## src/hdl/cfba_pkg.sv

```systemverilog
// ----------------------------------------------------------------------------
// Chained free block allocator package
// Shared constants, action and status codes, controller states and the
// command and status types that join the controller to the datapath.
// ----------------------------------------------------------------------------
`default_nettype none

package cfba_pkg;

   // Default sizing of the block.
   localparam int DEF_NUM_BLOCKS  = 256;
   localparam int DEF_CACHE_SLOTS = 16;

   // Field widths fixed by the interface.
   localparam int ACTION_W = 2;
   localparam int BLOCK_W  = 8;
   localparam int STATUS_W = 2;
   localparam int COUNT_W  = 9;

   // Width of the group base counter used by the format sequence.
   localparam int BLK_W = 10;

   // Action codes.
   localparam logic [ACTION_W-1:0] ACT_ALLOC  = 2'd0;
   localparam logic [ACTION_W-1:0] ACT_FREE   = 2'd1;
   localparam logic [ACTION_W-1:0] ACT_FORMAT = 2'd2;

   // Result status codes.
   localparam logic [STATUS_W-1:0] ST_OK      = 2'd0;
   localparam logic [STATUS_W-1:0] ST_EMPTY   = 2'd1;
   localparam logic [STATUS_W-1:0] ST_BADSIZE = 2'd2;

   // Free count saturates here.
   localparam logic [COUNT_W-1:0] COUNT_MAX = 9'd511;

   // Controller states.
   typedef enum logic [3:0] {
      S_IDLE,
      S_DECODE,
      S_POP,
      S_LINK,
      S_RELOAD,
      S_SPILL,
      S_CHECK,
      S_FILL,
      S_FINISH
   } ctrl_state_type;

   // Commands from the controller to the datapath, one per cycle.
   typedef enum logic [4:0] {
      CMD_IDLE,
      CMD_LATCH,
      CMD_MARK_EMPTY,
      CMD_MARK_BAD,
      CMD_READ_SLOT,
      CMD_READ_LINK,
      CMD_POP,
      CMD_TAKE_HEAD,
      CMD_RELOAD_STEP,
      CMD_SPILL_STEP,
      CMD_PUSH,
      CMD_CHECK_STEP,
      CMD_FILL_START,
      CMD_FILL_STEP,
      CMD_RESPOND
   } dp_cmd_type;

   // Status flags from the datapath to the controller.
   typedef struct packed {
      logic [ACTION_W-1:0] action;
      logic                count_zero;
      logic                slot_zero;
      logic                slot_full;
      logic                sweep_end;
      logic                check_done;
      logic                size_ok;
      logic                fill_last;
   } dp_status_type;

endpackage

`default_nettype wire

```

## src/hdl/cfba_controller.sv

```systemverilog
// ----------------------------------------------------------------------------
// Chained free block allocator controller
// State machine that sequences each action through the datapath and owns
// the request and response handshakes.
// ----------------------------------------------------------------------------
`default_nettype none

module cfba_controller (
   input  wire                    clock,
   input  wire                    reset,
   input  wire                    req_valid,
   output logic                   req_ready,
   output logic                   rsp_valid,
   input  wire                    rsp_ready,
   output cfba_pkg::dp_cmd_type   cmd,
   input  cfba_pkg::dp_status_type status
);
   import cfba_pkg::*;

   ctrl_state_type state_ff;
   ctrl_state_type state_in;
   logic           rsp_valid_ff;
   logic           rsp_valid_in;
   logic           out_free;

   // The response register may be loaded when empty or being emptied.
   assign out_free  = !rsp_valid_ff || rsp_ready;
   assign rsp_valid = rsp_valid_ff;

   // State and response valid registers.
   always_ff @(posedge clock) begin
      if (reset) begin
         state_ff     <= S_IDLE;
         rsp_valid_ff <= 1'b0;
      end else begin
         state_ff     <= state_in;
         rsp_valid_ff <= rsp_valid_in;
      end
   end

   // Next state, commands and handshake outputs.
   always_comb begin
      state_in     = state_ff;
      cmd          = CMD_IDLE;
      req_ready    = 1'b0;
      rsp_valid_in = rsp_valid_ff && !rsp_ready;
      case (state_ff)
         S_IDLE: begin
            req_ready = 1'b1;
            if (req_valid) begin
               cmd      = CMD_LATCH;
               state_in = S_DECODE;
            end
         end
         S_DECODE: begin
            case (status.action)
               ACT_ALLOC: begin
                  if (status.count_zero) begin
                     cmd      = CMD_MARK_EMPTY;
                     state_in = S_FINISH;
                  end else if (status.slot_zero) begin
                     cmd      = CMD_READ_LINK;
                     state_in = S_LINK;
                  end else begin
                     cmd      = CMD_READ_SLOT;
                     state_in = S_POP;
                  end
               end
               ACT_FREE: begin
                  if (status.slot_full) begin
                     state_in = S_SPILL;
                  end else begin
                     cmd      = CMD_PUSH;
                     state_in = S_FINISH;
                  end
               end
               ACT_FORMAT: begin
                  state_in = S_CHECK;
               end
               default: begin
                  state_in = S_FINISH;
               end
            endcase
         end
         S_POP: begin
            cmd      = CMD_POP;
            state_in = S_FINISH;
         end
         S_LINK: begin
            cmd      = CMD_TAKE_HEAD;
            state_in = S_RELOAD;
         end
         S_RELOAD: begin
            cmd = CMD_RELOAD_STEP;
            if (status.sweep_end) begin
               state_in = S_FINISH;
            end
         end
         S_SPILL: begin
            cmd = CMD_SPILL_STEP;
            if (status.sweep_end) begin
               state_in = S_FINISH;
            end
         end
         S_CHECK: begin
            if (status.check_done) begin
               if (status.size_ok) begin
                  cmd      = CMD_FILL_START;
                  state_in = S_FILL;
               end else begin
                  cmd      = CMD_MARK_BAD;
                  state_in = S_FINISH;
               end
            end else begin
               cmd = CMD_CHECK_STEP;
            end
         end
         S_FILL: begin
            cmd = CMD_FILL_STEP;
            if (status.fill_last) begin
               state_in = S_FINISH;
            end
         end
         S_FINISH: begin
            if (out_free) begin
               cmd          = CMD_RESPOND;
               rsp_valid_in = 1'b1;
               state_in     = S_IDLE;
            end
         end
         default: begin
            state_in = S_IDLE;
         end
      endcase
   end

endmodule

`default_nettype wire

```

## config.mk

```make
export PLATFORM = sky130hd
export DESIGN_NAME = cfba_controller
export DESIGN_NICKNAME = d
export VERILOG_FILES = /design/src/hdl/cfba_pkg.sv /design/src/hdl/cfba_controller.sv
export SDC_FILE = /design/constraint.sdc
export NUM_CORES = 1
export LEC_CHECK = 0
export BUFFER_PORTS_ARGS = -buffer_cell sky130_fd_sc_hd__clkbuf_2
export CAP_MARGIN = 15
export CORE_AREA = 2 2 39 41
export CTS_CLUSTER_SIZE = 30
export DETAILED_ROUTE_END_ITERATION = 8
export DIE_AREA = 0 0 41 43
export GPL_ROUTABILITY_DRIVEN = 1
export PLACE_DENSITY = 0.83
export SLEW_MARGIN = 20
export SYNTH_ARGS = -nofsm -noshare
export SYNTH_HDL_FRONTEND = slang
export SYNTH_SLANG_ARGS = --single-unit
```

## constraint.sdc

```tcl
create_clock -name clock -period 2.69 [get_ports clock]
set_clock_uncertainty 0.15 [all_clocks]
set_input_delay 0.1345 -clock clock [delete_from_list [all_inputs] [get_ports clock]]
set_output_delay 0.1345 -clock clock [all_outputs]
set_load 0.02 [all_outputs]
```

Yosys cells after proc, flatten, opt, wreduce, memory -nomap -nowiden

Index checks and enable logic that the tools add are counted.
W data, S select, Z words.

Eq/ne operators: 15
Reduce and logical (&&, ||, !) cells: 8
Multiplexer cells: 23

Operators with widths:

| kind                 | number |
|---|---|
| $pmux W5 S9          | 1 |
| $mux W4              | 11 |
| $pmux W4 S8          | 1 |
| $eq A4 B3 Y1 const B | 4 |
| $pmux W4 S3          | 1 |
| $eq A4 B2 Y1 const B | 2 |
| $ne A2 B2 Y1 const B | 4 |
| $pmux W4 S2          | 1 |
| $mux W1              | 6 |
| $mux W5              | 1 |
| $reduce_and A5 Y1    | 1 |
| $eq A4 B1 Y1 const B | 1 |
| $eq A4 B4 Y1 const B | 1 |
| $logic_not A4 Y1     | 1 |
| $mux W3              | 1 |
| $eq A2 B1 Y1 const B | 1 |
| $eq A2 B2 Y1 const B | 1 |
| $logic_not A1 Y1     | 2 |
| $logic_not A2 Y1     | 1 |
| $ne A2 B1 Y1 const B | 1 |
| $reduce_or A2 Y1     | 1 |
| $logic_and A1 B1 Y1  | 1 |
| $logic_or A1 B1 Y1   | 1 |

Logic and storage cells: 48
Flip-flop bits (word level): 5

Depth between registers and ports, before layout

Gate-level depths: netlist of the first run.

Word-level depth: 4
Depth in mapped cells: 5
Mapped depth without buffers: 4

Worst setup path after synthesis of the first run

No wires, ideal clock.

Kind: register -> output
Start: register state_ff[2]
End: output cmd[0]
Path slack: 1.073 ns
Cell stages (with the launch flop): 5
Data arrival time: 1.332 ns
Cell sequence: dfxtp_1 or2_4 nor3b_1 a221oi_1 o21ai_0

Cells in the longest elaborated chain, start to end: 2
Elaborated cells on any way between the ends: 10
Those cells by class: 8 x eq/ne; 1 x mux; 1 x reduce/logical

Ends and longest elaborated chain:

| what                                       | line                  | RTL |
|---|---|---|
| from (decl)                                | cfba_controller.sv:20 | `ctrl_state_type state_ff;` |
| from (signal assigned)                     | cfba_controller.sv:36 | `state_ff <= state_in;` |
| $eq A4 B4 Y1, or another cell as far along | cfba_controller.sv:47 | `case (state_ff)` |
| $pmux W5 S9 (*)                            | cfba_controller.sv:47 |  |
| to (decl)                                  | cfba_controller.sv:15 | `output cfba_pkg::dp_cmd_type cmd,` |

Mark *: on every way between the ends. The rest lies on a longest branch, timed or not.

Worst setup path in the final report of the first run

Start: register state_ff[1]
End: output cmd[0]

The elaborated chain is that of the path after synthesis.

==> results of run 1 <==
[routing by layer]
layer	up-vias	part of all wire [%]	routed length [µm]	GRT usage, %
li1	324	-	-	-
met1	281	46	629	24.6
met2	26	48	666	28.1
met5	-	0	0	0
met4	0	0	0	8.00
met3	0	6.2	86	3.14
[worst max-delay path by stage]
stage / end / slack, ns / depth (start not counted)
floorplan: cmd[0] / 1.07 / 4
global placement: cmd[3] / 1.05 / 5
detailed placement: cmd[0] / 1.01 / 5
CTS: cmd[0] / 0.74 / 5
global route: cmd[0] / 0.57 / 5
finish: cmd[0] / 0.74 / 5
[sequential cells by signal, summed over array words and instances, names as in the netlist]
register / cells
rsp_valid: 1
state_ff: 4
[cell usage in the layout (no fill, tap or decap), types with 2 or more instances in the layout]
master | synthesis | final
and3b_1 | 2 | 2
a21oi_1 | 4 | 4
nand3_1 | 3 | 3
nand2_1 | 4 | 4
o21ai_0 | 5 | 5
inv_1 | 3 | 3
clkbuf_4 | 0 | 3
nor2b_1 | 2 | 2
mux2i_1 | 2 | 2
nand2b_1 | 8 | 8
dfxtp_1 | 5 | 5
nand3b_1 | 4 | 4
nor3_1 | 2 | 2
nor2_1 | 6 | 6
clkbuf_2 | 0 | 18
[critical path, delay by kind of cell, from the launching register on]
kind	cells	cell delay, ns
flops	1	0.62
buf+inv	1	0.17
compound gates	2	0.34
simple gates	2	0.31
[logic make-up (layout without fill, tap and decap cells)]
family / count (synthesis) / in the layout / synth area share (%)
and+or+nand+nor: 39 / 39 / 43.4
DFF: 5 / 5 / 17.1
AOI/OAI and AO/OA: 23 / 23 / 28.0
other: 1 / 1 / 0.640
buffers and inverters: 8 / 26 / 7.48
muxes: 2 / 2 / 3.42
[metrics by stage]
stage	power [µW]	hold WS, ns
final	459	0.0929
after global routing	502	0.137
after CTS	464	0.0889
after detailed placement	375	0.233
after global placement	368	0.233
after floorplan	318	0.0491
[area by class of cell]
| class | count | share of cell area (%) |
|---|---|---|
| multi-input combinational | 65 | 63.1 |
| sequential | 5 | 14.3 |
| timing repair buffer | 19 | 14.3 |
| clock buffer | 4 | 3.76 |
| tap | 16 | 2.86 |
| inverter | 3 | 1.61 |
[synth_stat cells, drive strengths merged, types with 2 or more instances]
cell type,instances
nand3,3
inv,3
a21oi,4
mux2i,2
nand2,4
nor3,3
and3b,2
nor2,6
o21ai,6
nor2b,2
a22oi,2
buf,5
dfxtp,5
nand3b,4
nand2b,8
[power by group]
group	switching, µW	internal (µW)	total [µW]
sequential	35.7	87.4	123
clock	27.5	55.9	83.4
combinational	142	111	253
==> metrics.txt, run 1 <==
final-layout fill cell count=126; pre-CTS setup slack=1.01 ns; chip height=43 µm; Synth top area share=17.1%; WL/cell=12.3 µm; Max Slew Vio Count=0; Final ANT Viol Nets=0; CP required=2.41 ns; final core area utilization=50.5%; R2R Path End=state_ff[1]$_SDFFE_PP0P_; via count=631; Synth area leader=dfxtp_1; R2R Setup Slk=1.03 ns; vias in the first global route=554; HP Start=rsp_ready; Worst-path clk slew=0.04 ns; row count=14; post-route cell area=699 µm²; Post-CTS Resized=0; ratio of cells with drive above 1 in the final layout=28.1%; period utilization=72.3%; DR vias/cell=5.63; Worst Hold Class=input port to flip-flop; multi-input logic area=442 µm²; syn nets=91; fin cells=112; final net count=110; largest net degree at the start of global routing=17; initial antenna violation count=0; total track usage=18.5%; Worst Path Arrival=1.66 ns; port bufs=18; ant diodes=0; DR pass1 iterations=4; Remaining DRCs=0; Peak supply drop=0.386 mV; fin crit period=1.95 ns; Initial Util=42.3%; Hold Fails Final Rpt=0; Netlist Area Pre-Place=586 µm²; H-tree levels=1; Fin Setup TNS=0 ns; crit path kind=flip-flop to output port; Leak=0.000312 µW; f_max=514 MHz; die width=41 µm; Worst Setup End Kind=output port; drt first-iter violations=32; depth of the most critical reg-to-reg path=4; Worst Hold Path EP=rsp_valid$_SDFF_PP0_; root buffer cell=clkbuf_4; worst r2r src=state_ff[1]$_SDFFE_PP0P_; CTS tree=done; I/O pin total=20; crit-path max cell delay=0.62 ns; worst setup margin=0.745 ns; main flop type after synthesis=dfxtp_1; register area=100 µm²; max-cap viol count=0; Die ar.=1760 µm²; Seq cells post-synth=5; Synth area leaders=dfxtp_1 (17%), nand2b_1 (8.5%), nand3b_1 (5.1%); Synth Instances=78; Num CTS Buffers=3; setup violators final=0; CP startpoint=state_ff[1]$_SDFFE_PP0P_; clock sink total=5; Final GP Congestion=0.814; sequential element share of the synthesized area=17.1%; worst-path fanout max=16; post-CTS setup buffers=0; Post-CTS Hold Fix Bufs=1; Ys Warns=0; Cell Chain, Critical Path=or2_4 -> nor3b_1 -> a221oi_1 -> o21ai_0 -> clkbuf_2; first-pass GRT wire length=2.29 mm; placed cells=107; CTS Buffer Depth=2; power density cells=656 nW/µm²; distinct cell type count after synthesis=38; Core ar.=1380 µm²; gr ovfl total=0; area grow syn2layout=19.4%; startpoint types=flip-flop; dpl hpwl=1.09 mm; fraction of registers with async set/reset=0%; RSZ-0062 raised after global routing=false; cell at the slowest stage of the critical path=dfxtp_1; Clk Latency, worst-skew pair=0.24 ns; status=complete, no violations; Routed WL=1.38 mm; Post-DP Area=663 µm²; hold path cells=3; Post-Syn Area per Cell=7.51 µm²; EDFF count, synth=0
Note: power is estimated with default switching activity, not from simulation.
==> run 2, diff against run 1 <==
- CORE_AREA: 2 2 39 41 -> not set
- CORE_UTILIZATION: not set -> 43
- DIE_AREA: 0 0 41 43 -> not set
- PLACE_DENSITY: 0.83 -> 0.85
- clock period: 2.69 -> 1.74 ns (I/O delays scaled with it)
==> run 2 against run 1 <==
Against the previous run: clock power up 65%; setup slack got worse by 0.72 ns; die area decreased by 14%.
==> metrics.txt, run 2 (synthesized netlist as in run 1, its figures left out) <==
Fin Setup TNS=0 ns (unchanged); met2 usage=42.5% (+14 points); R2R Path End=state_ff[2]$_SDFFE_PP0P_; WL/cell=13.5 µm (+9.6%); row count=12 (-2); gr ovfl total=0 (unchanged); Num CTS Buffers=3 (unchanged); worst setup margin=0.0269 ns (-0.718 ns); root buffer cell=clkbuf_4; Worst Hold Class=input port to flip-flop; Max Slew Vio Count=0 (unchanged); HP Start=rsp_ready; via count=699 (+11%); final net count=118 (+7.3%); ant diodes=0 (unchanged); Peak supply drop=0.697 mV (+81%); pre-CTS setup slack=0.156 ns (-0.854 ns); most frequent cells in the layout=clkbuf_2 (14), buf_4 (9), nand2b_1 (7), nor2_1 (5); total track usage=25.7% (+7.2 points); max FFs per register=4 (unchanged); Leak=0.000367 µW (+18%); Clk Latency, worst-skew pair=0.24 ns (about the same); Routed WL=1.60 mm (+15%); I/O pin total=20 (unchanged); area grow syn2layout=37.2%; largest net degree at the start of global routing=14 (-3); Hold Fails Final Rpt=0 (unchanged); met1 Resource Use GR=33.9% (+9.3 points); Remaining DRCs=0 (unchanged); ratio of cells with drive above 1 in the final layout=42.3% (+14 points); Final GP Congestion=0.872 (+7.1%); Die ar.=1510 µm² (-14%); dpl hpwl=1.15 mm (+5.3%); first-pass GRT wire length=2.72 mm (+19%); CP required=1.50 ns (-0.91 ns); RSZ-0062 raised after global routing=true; final core area utilization=67.7% (+17 points); R2R Setup Slk=0.11 ns (-0.92 ns); fin cells=118 (+5.4%); fin crit period=1.71 ns; crit path kind=flip-flop to output port; Worst Hold Path EP=rsp_valid$_SDFF_PP0_; port bufs=18 (unchanged); placed cells=108 (+0.93%); drt first-iter violations=29 (-9.4%); vias in the first global route=658 (+19%); setup violators final=0 (unchanged); GRT met3 Usage=5.78% (+2.6 points); final hold slack=0.101 ns (+0.00805 ns); CTS Buffer Depth=2 (unchanged); Final ANT Viol Nets=0 (unchanged); Most flops, register=state_ff; die width=38.9 µm (-5.1%); startpoint types=flip-flop; Initial Util=49.4% (+7.1 points); hold path cells=3 (unchanged); Worst Setup End Kind=output port; worst r2r src=state_ff[1]$_SDFFE_PP0P_; power density cells=1000 nW/µm² (+53%); worst-path fanout max=5 (-11); chip height=38.9 µm (-9.5%); H-tree levels=1 (unchanged); grt peak-use layer=met2; max-cap viol count=0 (unchanged); clock sink total=5 (unchanged); final-layout fill cell count=102 (-19%); initial antenna violation count=0 (unchanged); DR vias/cell=5.92 (+5.1%); Worst Path Arrival=1.48 ns (-0.18 ns); depth of the most critical reg-to-reg path=6 (+2); status=complete, no violations; most common cell after layout, fill and taps aside=clkbuf_2; period utilization=98.5%; f_max=584 MHz; Core ar.=1190 µm² (-14%); DR pass1 iterations=4 (unchanged); Worst-path clk slew=0.04 ns (about the same); CTS tree=done
[run 2: cell count changes in the layout (fill, tap and decap cells not counted), moves of 3 or more]
cell	before	now
dfxtp_1	5	1
buf_2	0	3
buf_4	0	9
dfxtp_4	0	3
clkbuf_2	18	14
[run 2: critical path, stage by stage (launching register included)]
cell and delay (ns):
dfxtp_4 0.34, buf_4 0.15, buf_4 0.15, nand2b_1 0.11, a21oi_2 0.07, a211o_1 0.26, buf_2 0.16
[run 2: per-stage QoR]
stage / power, µW / area, µm²
2_1_floorplan: 491 / 586
3_3_place_gp: 586 / 683
3_5_place_dp: 591 / 683
4_1_cts: 759 / 768
5_1_grt: 869 / 803
6_report: 806 / 803
[run 2: cell type report]
cell class              count  area, µm²  share of cell area (%)
multi-input cells          65        473                    58.9
repair buffers             27        163                    20.2
flip-flops and latches      5        113                    14.0
clock buffers               4       26.3                    3.27
well taps                  14       17.5                    2.18
inverters                   3       11.3                    1.40
[run 2: report_power, final]
group | total, µW | switching (µW) | internal, µW
clock network | 138 | 51.5 | 86.9
registers | 196 | 53.8 | 142
logic | 472 | 247 | 224
[run 2: worst max path at each step]
stage,slack (ns),end,startpoint
2_1_floorplan,0.17,cmd[0],state_ff[2]$_SDFFE_PP0P_
3_3_place_gp,0.20,cmd[0],state_ff[1]$_SDFFE_PP0P_
3_5_place_dp,0.16,cmd[0],state_ff[1]$_SDFFE_PP0P_
4_1_cts,0.00008,cmd[0],state_ff[1]$_SDFFE_PP0P_
5_1_grt,-0.03,cmd[2],state_ff[1]$_SDFFE_PP0P_
6_report,0.03,cmd[2],state_ff[1]$_SDFFE_PP0P_
[run 2: what timing repair did]
item | in CTS | in global routing
pin swaps | 3 | 2
endpoints found under the hold margin | 3 | 0
buffers inserted | 5 | 0
hold buffers | 1 | 0
resized for setup | 6 | 13
endpoints found under the setup margin | 4 | 6
[run 2: metal layers]
metal / up-vias / part of all wire [%]
li1: 339 / -
met1: 324 / 44
met2: 34 / 48
met3: 2 / 6.3
met4: 0 / 0.81
met5: - / 0
